## src/design/ace_pkg.sv

```systemverilog
// Shared types and constants for the accumulator CPU execute core.
// Holds opcode values, the decoded instruction kind and the queue entry format.
// No dependencies.
package ace_pkg;

  // Raw opcode values on the instruction channel
  localparam logic [3:0] OPC_LOAD  = 4'd1;
  localparam logic [3:0] OPC_ADD   = 4'd2;
  localparam logic [3:0] OPC_STORE = 4'd3;
  localparam logic [3:0] OPC_SUB   = 4'd4;
  localparam logic [3:0] OPC_IN    = 4'd5;
  localparam logic [3:0] OPC_OUT   = 4'd6;
  localparam logic [3:0] OPC_END   = 4'd7;
  localparam logic [3:0] OPC_JMP   = 4'd8;
  localparam logic [3:0] OPC_SKIPZ = 4'd9;

  // PC increments
  localparam logic [7:0] PC_STEP      = 8'd2;
  localparam logic [7:0] PC_SKIP_STEP = 8'd4;

  // Instruction class after decode; faults are classes of their own
  typedef enum logic [3:0] {
    K_BADCMD,
    K_BADADDR,
    K_LOAD,
    K_ADD,
    K_STORE,
    K_SUB,
    K_IN,
    K_OUT,
    K_END,
    K_JMP,
    K_SKIPZ
  } kind_t;

  // One decoded instruction as it sits in the queue
  typedef struct packed {
    kind_t      kind;
    logic [7:0] operand;
  } uop_t;

endpackage

```

## src/design/ace_front.sv

```systemverilog
// Front end of the execute core: takes instruction beats and classifies them.
// Flags unknown opcodes and out-of-range data addresses. Depends on ace_pkg.
module ace_front #(
  parameter int DATA_WORDS = 16
) (
  input  logic          in_valid,
  input  logic [3:0]    in_command,
  input  logic [7:0]    in_operand,
  input  logic          q_full,
  output logic          push_o,
  output ace_pkg::uop_t uop_o
);
  import ace_pkg::*;

  localparam logic [8:0] WORDS_C = 9'(DATA_WORDS);

  logic  addr_ok;
  logic  mem_op;
  kind_t kind;

  assign addr_ok = ({1'b0, in_operand} < WORDS_C);

  // Opcode decode, then fold address faults into the class
  always_comb begin
    mem_op = 1'b0;
    kind   = K_BADCMD;
    case (in_command)
      OPC_LOAD: begin
        kind   = K_LOAD;
        mem_op = 1'b1;
      end
      OPC_ADD: begin
        kind   = K_ADD;
        mem_op = 1'b1;
      end
      OPC_STORE: begin
        kind   = K_STORE;
        mem_op = 1'b1;
      end
      OPC_SUB: begin
        kind   = K_SUB;
        mem_op = 1'b1;
      end
      OPC_IN:    kind = K_IN;
      OPC_OUT:   kind = K_OUT;
      OPC_END:   kind = K_END;
      OPC_JMP:   kind = K_JMP;
      OPC_SKIPZ: kind = K_SKIPZ;
      default:   kind = K_BADCMD;
    endcase
    if (mem_op && !addr_ok) begin
      kind = K_BADADDR;
    end
  end

  assign push_o        = in_valid && !q_full;
  assign uop_o.kind    = kind;
  assign uop_o.operand = in_operand;

endmodule

```

## src/design/ace_queue.sv

```systemverilog
// Two-entry queue between the decode front end and the execute back end.
// Full flag comes from the registered count only. Depends on ace_pkg.
module ace_queue (
  input  logic          clk,
  input  logic          rst_n,
  input  logic          push_i,
  input  ace_pkg::uop_t push_data_i,
  input  logic          pop_i,
  output logic          full_o,
  output logic          head_valid_o,
  output ace_pkg::uop_t head_o
);
  import ace_pkg::*;

  localparam logic [1:0] DEPTH_C = 2'd2;

  uop_t       ent_r [2];
  logic       wr_ptr_r, wr_ptr_nxt;
  logic       rd_ptr_r, rd_ptr_nxt;
  logic [1:0] cnt_r, cnt_nxt;

  // Pointer and count update
  always_comb begin
    wr_ptr_nxt = push_i ? ~wr_ptr_r : wr_ptr_r;
    rd_ptr_nxt = pop_i ? ~rd_ptr_r : rd_ptr_r;
    cnt_nxt    = cnt_r;
    if (push_i && !pop_i) begin
      cnt_nxt = cnt_r + 2'd1;
    end else if (pop_i && !push_i) begin
      cnt_nxt = cnt_r - 2'd1;
    end
  end

  always_ff @(posedge clk) begin
    if (!rst_n) begin
      wr_ptr_r <= 1'b0;
      rd_ptr_r <= 1'b0;
      cnt_r    <= 2'd0;
    end else begin
      wr_ptr_r <= wr_ptr_nxt;
      rd_ptr_r <= rd_ptr_nxt;
      cnt_r    <= cnt_nxt;
    end
  end

  // Entry storage, no reset needed
  always_ff @(posedge clk) begin
    if (push_i) begin
      ent_r[wr_ptr_r] <= push_data_i;
    end
  end

  assign full_o       = (cnt_r == DEPTH_C);
  assign head_valid_o = (cnt_r != 2'd0);
  assign head_o       = ent_r[rd_ptr_r];

endmodule

```

## src/design/ace_back.sv

```systemverilog
// Back end of the execute core: data memory, accumulator, PC, halt flag and
// the result register. Reads memory when an entry leaves the queue for the
// execute slot and executes it from there. Depends on ace_pkg.
module ace_back #(
  parameter int DATA_WORDS = 16,
  parameter int DATA_WIDTH = 32
) (
  input  logic               clk,
  input  logic               rst_n,
  input  logic               q_valid_i,
  input  ace_pkg::uop_t      q_head_i,
  output logic               pop_o,
  output logic               out_valid,
  input  logic               out_stall,
  output logic [7:0]         out_next_pc,
  output logic signed [31:0] out_accumulator,
  output logic               out_out_valid,
  output logic               out_halted,
  output logic               out_bad_command,
  output logic               out_bad_address
);
  import ace_pkg::*;

  localparam int AW = (DATA_WORDS > 1) ? $clog2(DATA_WORDS) : 1;

  // Data memory and per-word written flags
  logic [DATA_WIDTH-1:0] mem [DATA_WORDS];
  logic [DATA_WORDS-1:0] vld_r;
  logic [DATA_WIDTH-1:0] mem_q_r;
  logic                  hit_r;
  logic                  fwd_r;

  // Execute slot
  logic            ex_v_r, ex_v_nxt;
  uop_t            ex_uop_r;
  logic            ex_go;

  // Architectural state
  logic [DATA_WIDTH-1:0] acc_r, acc_nxt;
  logic [7:0]            pc_r, pc_nxt;
  logic                  halt_r, halt_nxt;

  // Result register
  logic        ob_v_r, ob_v_nxt;
  logic [7:0]  ob_pc_r;
  logic [31:0] ob_acc_r;
  logic        ob_outv_r;
  logic        ob_halt_r;
  logic        ob_badc_r;
  logic        ob_bada_r;

  logic [AW-1:0]         rd_addr;
  logic [AW-1:0]         ex_addr;
  logic                  rd_en;
  logic                  is_store;
  logic                  mem_we;
  logic                  outv, badc, bada;
  logic [DATA_WIDTH-1:0] rd_data;
  logic [63:0]           acc_wide;

  // Handshake between queue, execute slot and result register
  assign ex_go = ex_v_r && (!ob_v_r || !out_stall);
  assign pop_o = q_valid_i && (!ex_v_r || ex_go);
  assign ex_v_nxt = pop_o ? 1'b1 : (ex_go ? 1'b0 : ex_v_r);
  assign ob_v_nxt = ex_go || (ob_v_r && out_stall);

  assign rd_addr = q_head_i.operand[AW-1:0];
  assign ex_addr = ex_uop_r.operand[AW-1:0];
  assign rd_en   = pop_o && (q_head_i.kind == K_LOAD || q_head_i.kind == K_ADD ||
                             q_head_i.kind == K_SUB);

  // Operand: a store executing on the same edge as the read wins; a store leaves
  // the accumulator as it was, so acc_r is still the stored value at execute
  assign rd_data = fwd_r ? acc_r : (hit_r ? mem_q_r : '0);

  // Execute
  always_comb begin
    acc_nxt  = acc_r;
    pc_nxt   = 8'(pc_r + PC_STEP);
    halt_nxt = halt_r;
    is_store = 1'b0;
    outv     = 1'b0;
    badc     = 1'b0;
    bada     = 1'b0;
    if (halt_r) begin
      pc_nxt = pc_r;
    end else begin
      case (ex_uop_r.kind)
        K_LOAD:    acc_nxt = rd_data;
        K_ADD:     acc_nxt = acc_r + rd_data;
        K_SUB:     acc_nxt = acc_r - rd_data;
        K_STORE:   is_store = 1'b1;
        K_IN:      acc_nxt = DATA_WIDTH'(ex_uop_r.operand);
        K_OUT:     outv = 1'b1;
        K_END: begin
          halt_nxt = 1'b1;
          pc_nxt   = pc_r;
        end
        K_JMP:     pc_nxt = ex_uop_r.operand;
        K_SKIPZ: begin
          if (acc_r == '0) begin
            pc_nxt = 8'(pc_r + PC_SKIP_STEP);
          end
        end
        K_BADADDR: bada = 1'b1;
        K_BADCMD:  badc = 1'b1;
        default:   badc = 1'b1;
      endcase
    end
  end

  assign mem_we   = ex_go && is_store;
  assign acc_wide = 64'(acc_nxt);

  // Control and architectural state
  always_ff @(posedge clk) begin
    if (!rst_n) begin
      ex_v_r <= 1'b0;
      ob_v_r <= 1'b0;
      acc_r  <= '0;
      pc_r   <= '0;
      halt_r <= 1'b0;
      vld_r  <= '0;
    end else begin
      ex_v_r <= ex_v_nxt;
      ob_v_r <= ob_v_nxt;
      if (ex_go) begin
        acc_r  <= acc_nxt;
        pc_r   <= pc_nxt;
        halt_r <= halt_nxt;
      end
      if (mem_we) begin
        vld_r[ex_addr] <= 1'b1;
      end
    end
  end

  // Memory write and registered read
  always_ff @(posedge clk) begin
    if (mem_we) begin
      mem[ex_addr] <= acc_r;
    end
    if (rd_en) begin
      mem_q_r <= mem[rd_addr];
    end
  end

  // Execute slot payload and read qualifiers
  always_ff @(posedge clk) begin
    if (pop_o) begin
      ex_uop_r <= q_head_i;
      hit_r    <= rd_en && vld_r[rd_addr];
      fwd_r    <= rd_en && mem_we && (ex_addr == rd_addr);
    end
  end

  // Result payload
  always_ff @(posedge clk) begin
    if (ex_go) begin
      ob_pc_r   <= pc_nxt;
      ob_acc_r  <= acc_wide[31:0];
      ob_outv_r <= outv;
      ob_halt_r <= halt_nxt;
      ob_badc_r <= badc;
      ob_bada_r <= bada;
    end
  end

  assign out_valid       = ob_v_r;
  assign out_next_pc     = ob_pc_r;
  assign out_accumulator = ob_acc_r;
  assign out_out_valid   = ob_outv_r;
  assign out_halted      = ob_halt_r;
  assign out_bad_command = ob_badc_r;
  assign out_bad_address = ob_bada_r;

  // Halt is sticky and freezes PC and accumulator
  a_halt_sticky: assert property (@(posedge clk) disable iff (!rst_n)
    halt_r |=> halt_r) else $error("halt flag dropped");

  a_halt_frozen: assert property (@(posedge clk) disable iff (!rst_n)
    halt_r |=> ($stable(pc_r) && $stable(acc_r)))
    else $error("state changed while halted");

  // Halted machine never writes memory
  a_halt_no_store: assert property (@(posedge clk) disable iff (!rst_n)
    halt_r |-> !mem_we) else $error("store while halted");

  // An executed instruction always lands in the result register
  a_exec_to_out: assert property (@(posedge clk) disable iff (!rst_n)
    ex_go |=> ob_v_r) else $error("executed beat lost");

  // At most one status flag per result
  a_one_flag: assert property (@(posedge clk) disable iff (!rst_n)
    ob_v_r |-> ($countones({ob_outv_r, ob_badc_r, ob_bada_r}) <= 1))
    else $error("conflicting status flags");

endmodule

```

## src/design/accumulator_cpu_execute_core.sv

```systemverilog
// Top level of the accumulator CPU execute core.
// Instantiates ace_front, ace_queue and ace_back. Depends on ace_pkg.
//
//   channel  direction  handshake              payload
//   in_      input      in_valid / in_stall    command[3:0], operand[7:0]
//   out_     output     out_valid / out_stall  next_pc, accumulator, flags
//
// Throughput is one instruction per cycle while out_stall is low. The data
// memory read is registered as an entry leaves the queue for the execute slot.
// A beat passes through the queue, the execute slot and the result register.
// Reset clears accumulator, PC, halt flag and the per-word written flags at
// once; no clearing pass is run, unwritten words read as zero.
// out_stall holds the result register; the queue absorbs two beats before
// in_stall rises.
module accumulator_cpu_execute_core #(
  parameter int DATA_WORDS = 16,
  parameter int DATA_WIDTH = 32
) (
  input  logic               clk,
  input  logic               rst_n,
  input  logic               in_valid,
  output logic               in_stall,
  input  logic [3:0]         in_command,
  input  logic [7:0]         in_operand,
  output logic               out_valid,
  input  logic               out_stall,
  output logic [7:0]         out_next_pc,
  output logic signed [31:0] out_accumulator,
  output logic               out_out_valid,
  output logic               out_halted,
  output logic               out_bad_command,
  output logic               out_bad_address
);
  import ace_pkg::*;

  logic q_full;
  logic push;
  logic pop;
  logic q_valid;
  uop_t push_uop;
  uop_t head_uop;

  assign in_stall = q_full;

  // Decode
  ace_front #(
    .DATA_WORDS(DATA_WORDS)
  ) u_front (
    .in_valid  (in_valid),
    .in_command(in_command),
    .in_operand(in_operand),
    .q_full    (q_full),
    .push_o    (push),
    .uop_o     (push_uop)
  );

  // Decoupling queue
  ace_queue u_queue (
    .clk         (clk),
    .rst_n       (rst_n),
    .push_i      (push),
    .push_data_i (push_uop),
    .pop_i       (pop),
    .full_o      (q_full),
    .head_valid_o(q_valid),
    .head_o      (head_uop)
  );

  // Execute
  ace_back #(
    .DATA_WORDS(DATA_WORDS),
    .DATA_WIDTH(DATA_WIDTH)
  ) u_back (
    .clk            (clk),
    .rst_n          (rst_n),
    .q_valid_i      (q_valid),
    .q_head_i       (head_uop),
    .pop_o          (pop),
    .out_valid      (out_valid),
    .out_stall      (out_stall),
    .out_next_pc    (out_next_pc),
    .out_accumulator(out_accumulator),
    .out_out_valid  (out_out_valid),
    .out_halted     (out_halted),
    .out_bad_command(out_bad_command),
    .out_bad_address(out_bad_address)
  );

endmodule
```

## config.mk

```make
export PLATFORM = sky130hd
export DESIGN_NAME = accumulator_cpu_execute_core
export DESIGN_NICKNAME = d
export VERILOG_FILES = /design/src/design/ace_pkg.sv /design/src/design/ace_front.sv /design/src/design/ace_queue.sv /design/src/design/ace_back.sv /design/src/design/accumulator_cpu_execute_core.sv
export SDC_FILE = /design/constraint.sdc
export NUM_CORES = 1
export LEC_CHECK = 0
export BUFFER_PORTS_ARGS = -buffer_cell sky130_fd_sc_hd__buf_4
export CAP_MARGIN = 15
export CELL_PAD_IN_SITES_DETAIL_PLACEMENT = 1
export CELL_PAD_IN_SITES_GLOBAL_PLACEMENT = 1
export CORE_MARGIN = 2
export CORE_UTILIZATION = 51
export DETAILED_ROUTE_END_ITERATION = 16
export GPL_TIMING_DRIVEN = 1
export PLACE_DENSITY = 0.76
export SYNTH_ARGS = -nofsm -noshare
export SYNTH_HDL_FRONTEND = slang
export SYNTH_SLANG_ARGS = --single-unit
```

## constraint.sdc

```tcl
create_clock -name clk -period 5.6 [get_ports clk]
set_input_delay 0.56 -clock clk [delete_from_list [all_inputs] [get_ports clk]]
set_output_delay 0.56 -clock clk [all_outputs]
set_load 0.01 [all_outputs]
```

==> flow_metrics.env <==
export IMPL_cts_setup_buffers=0
export IMPL_drive_gt1_share_pct=10.5
export IMPL_dp_slack_ns=0.582
export IMPL_grt_pass1_vias=22962
export IMPL_gp_congestion=0.872
export IMPL_clkLatencyLatePin_ns=0.62
export IMPL_viasPerCell=6.28
export IMPL_worst_slew_pin_slew_ns=1.21
export IMPL_synthTopCellsByArea="edfxtp_1 62%, nand2_1 7.7%, nand3_1 4.6%, dfxtp_1 4.2%, a311oi_1 1.9%"
export IMPL_synth_edf_count=626
export IMPL_path_clk_slew_ns=0.06
export IMPL_wire_per_inst_um=26.2
export IMPL_slew_violations=0
export IMPL_seq_area_um2=20100
export IMPL_core_area_um2=58800
export IMPL_utilization_pct=57.9
export IMPL_p_total_mw=17.6
export IMPL_arrival_ns=5.51
export IMPL_required_ns=5.96
export IMPL_multi_input_area_um2=9500
export IMPL_cts_made_buffers=73
export IMPL_gr_usage_met1_pct=39.3
export IMPL_grtUsageMet3_pct=3.70
export IMPL_ys_warn_count=0
export IMPL_grt_busiest_layer="met2"
export IMPL_cp_max_fo=31
export IMPL_yosys_area_top_type="edfxtp_1"
export IMPL_gr_total_overflow=0
export IMPL_cts_root_buf="clkbuf_16"
export IMPL_synth_most_common_cell="edfxtp_1"
export IMPL_ir_worst_vdd_mv=0.388
export IMPL_die_w_um=247
export IMPL_hold_violations=0
export IMPL_grt_max_degree=128
export IMPL_drc_errors=0
export IMPL_vias=21871
export IMPL_routed_wl_um=91200
export IMPL_die_area_um2=61100
export IMPL_firstDrtPassIters=5
export IMPL_avgSynthCellArea_um2=11.5
export IMPL_fin_nets=2704
export IMPL_drtIter0Drc=2110
export IMPL_ys_top_cells_by_count="626 x edfxtp_1, 621 x nand2_1, 275 x nand3_1, 145 x clkbuf_1, 140 x nor2_1"
export IMPL_tns_ns=0
export IMPL_max_cap_violations=0
export IMPL_finalCritPeriodShare_pct=92.0
export IMPL_skew_ns=0.0221
export IMPL_cp_start_kind="register"
export IMPL_syn_cell_area_um2=30200
export IMPL_cts_path_max_buffers=3
export IMPL_cts_sinks=690
export IMPL_cts_htree_levels=3
export IMPL_nFillCells=5988
export IMPL_synth_top_cell_area_share_pct=62.3
export IMPL_area_growth_pct=13.0
export IMPL_synth_seq_cells=690
export IMPL_synth_ff_type="edfxtp_1"
export IMPL_async_reset_ff_share_pct=0
export IMPL_gr_usage_met2_pct=50.4
export IMPL_ant_nets=0
export IMPL_power_density_nw_per_um2=516
export IMPL_die_h_um=247
export IMPL_hpwlAfterDp_um=54300
export IMPL_path_class="register to register"
export IMPL_cp_end_kind="register"
export IMPL_outcome="finished clean"
export IMPL_num_antenna_cells=0
export IMPL_cts_resized=0
export IMPL_setup_slack_ns=0.449
export IMPL_antenna_found_initial=0
export IMPL_period_needed_ns=5.15
export IMPL_ios=62
export IMPL_portBuffers=61
export IMPL_hold_ws_ns=0.124
export IMPL_cts_hold_buffers_added=0
export IMPL_fmax_ghz=0.194
export IMPL_leakagePower_nw=12.1
export IMPL_rsz0062_at_grt="no"
export IMPL_hold_path_class="primary input to register"
export IMPL_syn_num_nets=2665
export IMPL_grt_total_usage_pct=30.1
export IMPL_grt_pass1_wl_um=138000
export IMPL_rows=89
export IMPL_cts_tree="built"
export IMPL_final_setup_viol_count=0
export IMPL_synth_seq_area_share_pct=66.6
export IMPL_synthCells=2614
export IMPL_slew_headroom_pct=19.4
export IMPL_initial_utilization_pct=51.3
export IMPL_synth_cell_types=73
-- report_power, final --
group	leakage [nW]	switching, mW	internal (mW)
logic	4.95	4.27	2.03
registers	6.09	0.354	6.26
clock network	1.10	2.03	2.64
total	12.1	6.65	10.9
-- critical path: stages, from the launching register on --
cell,delay [ns]
edfxtp_1,0.40
buf_4,0.25
a22o_2,0.35
nor4_4,0.49
nand3_2,0.21
nor2_1,0.29
nand3_1,0.21
o21ai_0,0.26
xnor2_1,0.10
ha_1,0.42
a21oi_1,0.25
o21ai_0,0.18
or4_1,0.43
a31o_2,0.27
a31oi_1,0.26
xnor2_1,0.13
a221oi_2,0.31
nor2_1,0.07
-- registers in the layout, indices dropped and copies added (netlist names), named ones only --
| signal | count |
|---|---|
| u_back.out_next_pc | 8 |
| u_back.mem_q_r | 32 |
| u_back.hit_r | 1 |
| u_back.out_accumulator | 32 |
| u_back.vld_r | 16 |
| u_queue.rd_ptr_r | 1 |
| u_back.out_out_valid | 1 |
| u_back.ex_uop_r | 8 |
| u_queue.ent_r | 24 |
| u_back.mem | 512 |
| u_back.out_halted | 1 |
| u_back.ex_v_r | 1 |
| u_back.fwd_r | 1 |
| u_back.pc_r | 8 |
| u_back.halt_r | 1 |
| u_queue.cnt_r | 2 |
| u_back.ex_addr | 4 |
| u_queue.wr_ptr_r | 1 |
| u_back.out_bad_command | 1 |
| u_back.out_bad_address | 1 |
| u_back.acc_r | 32 |
| u_back.out_valid | 1 |
-- cells by family after synthesis --
group	after synthesis	synth area share, %
AOI/OAI and AO/OA	422	9.59
xor gates and xnor gates	72	2.09
adders and majority gates	35	1.48
buffers and inverters	200	2.52
DFF	690	66.6
muxes	21	0.734
and+or+nand+nor	1174	17.0
-- routing by layer --
layer,share of wire (%),routed length (µm)
met2,49,44800
met5,0,0
met4,4.1,3780
met1,41,37800
met3,5.3,4870
-- placed cells by master (no fill, tap or decap), types with 9 or more instances in the layout --
master       n
and3_1      43
o21a_1      16
clkbuf_1    25
nor2_1     127
clkinv_1    15
nand4_1     12
nor4_1      14
xnor2_1     36
nand3_1    275
ha_1        34
xor2_1      36
buf_4      123
clkbuf_16   76
a221oi_1    11
edfxtp_1   626
a21o_1      16
nor2_4      12
nand2b_1    16
a31oi_1     49
dfxtp_1     64
o21ai_1     13
a21oi_1     75
mux2_2       9
inv_1       26
o21ai_0     80
a22o_1      14
nand2_1    621
a22oi_1     15
a311oi_1    67
-- final timing paths --
| path | start | to | slack [ns] | cells past startpoint |
|---|---|---|---|---|
| max | u_back.fwd_r | u_back.out_accumulator[31] | 0.45 | 17 |
| min | in_operand[1] | u_queue.ent_r[1][1] | 0.12 | 1 |
| max reg2reg | u_back.fwd_r | u_back.out_accumulator[31] | 0.45 | 17 |
| min reg2reg | u_back.vld_r[12] | u_back.vld_r[12] | 0.47 | 2 |
-- layout make-up --
type                            count  area share [%]
Clock buffer                      101            5.82
Clock inverter                     32           0.815
Inverter                           31           0.371
Multi-Input combinational cell   1724            27.9
Sequential cell                   690            58.9
Tap cell                          773            2.84
Timing Repair Buffer              133            3.33
-- stage by stage --
step	cell area, µm²	cells
floorplan	30200	2614
global placement	31700	3348
detailed placement	31700	3348
CTS	34000	3481
global route	34100	3484
finish	34100	3484
Note: power is estimated with default switching activity, not from simulation.
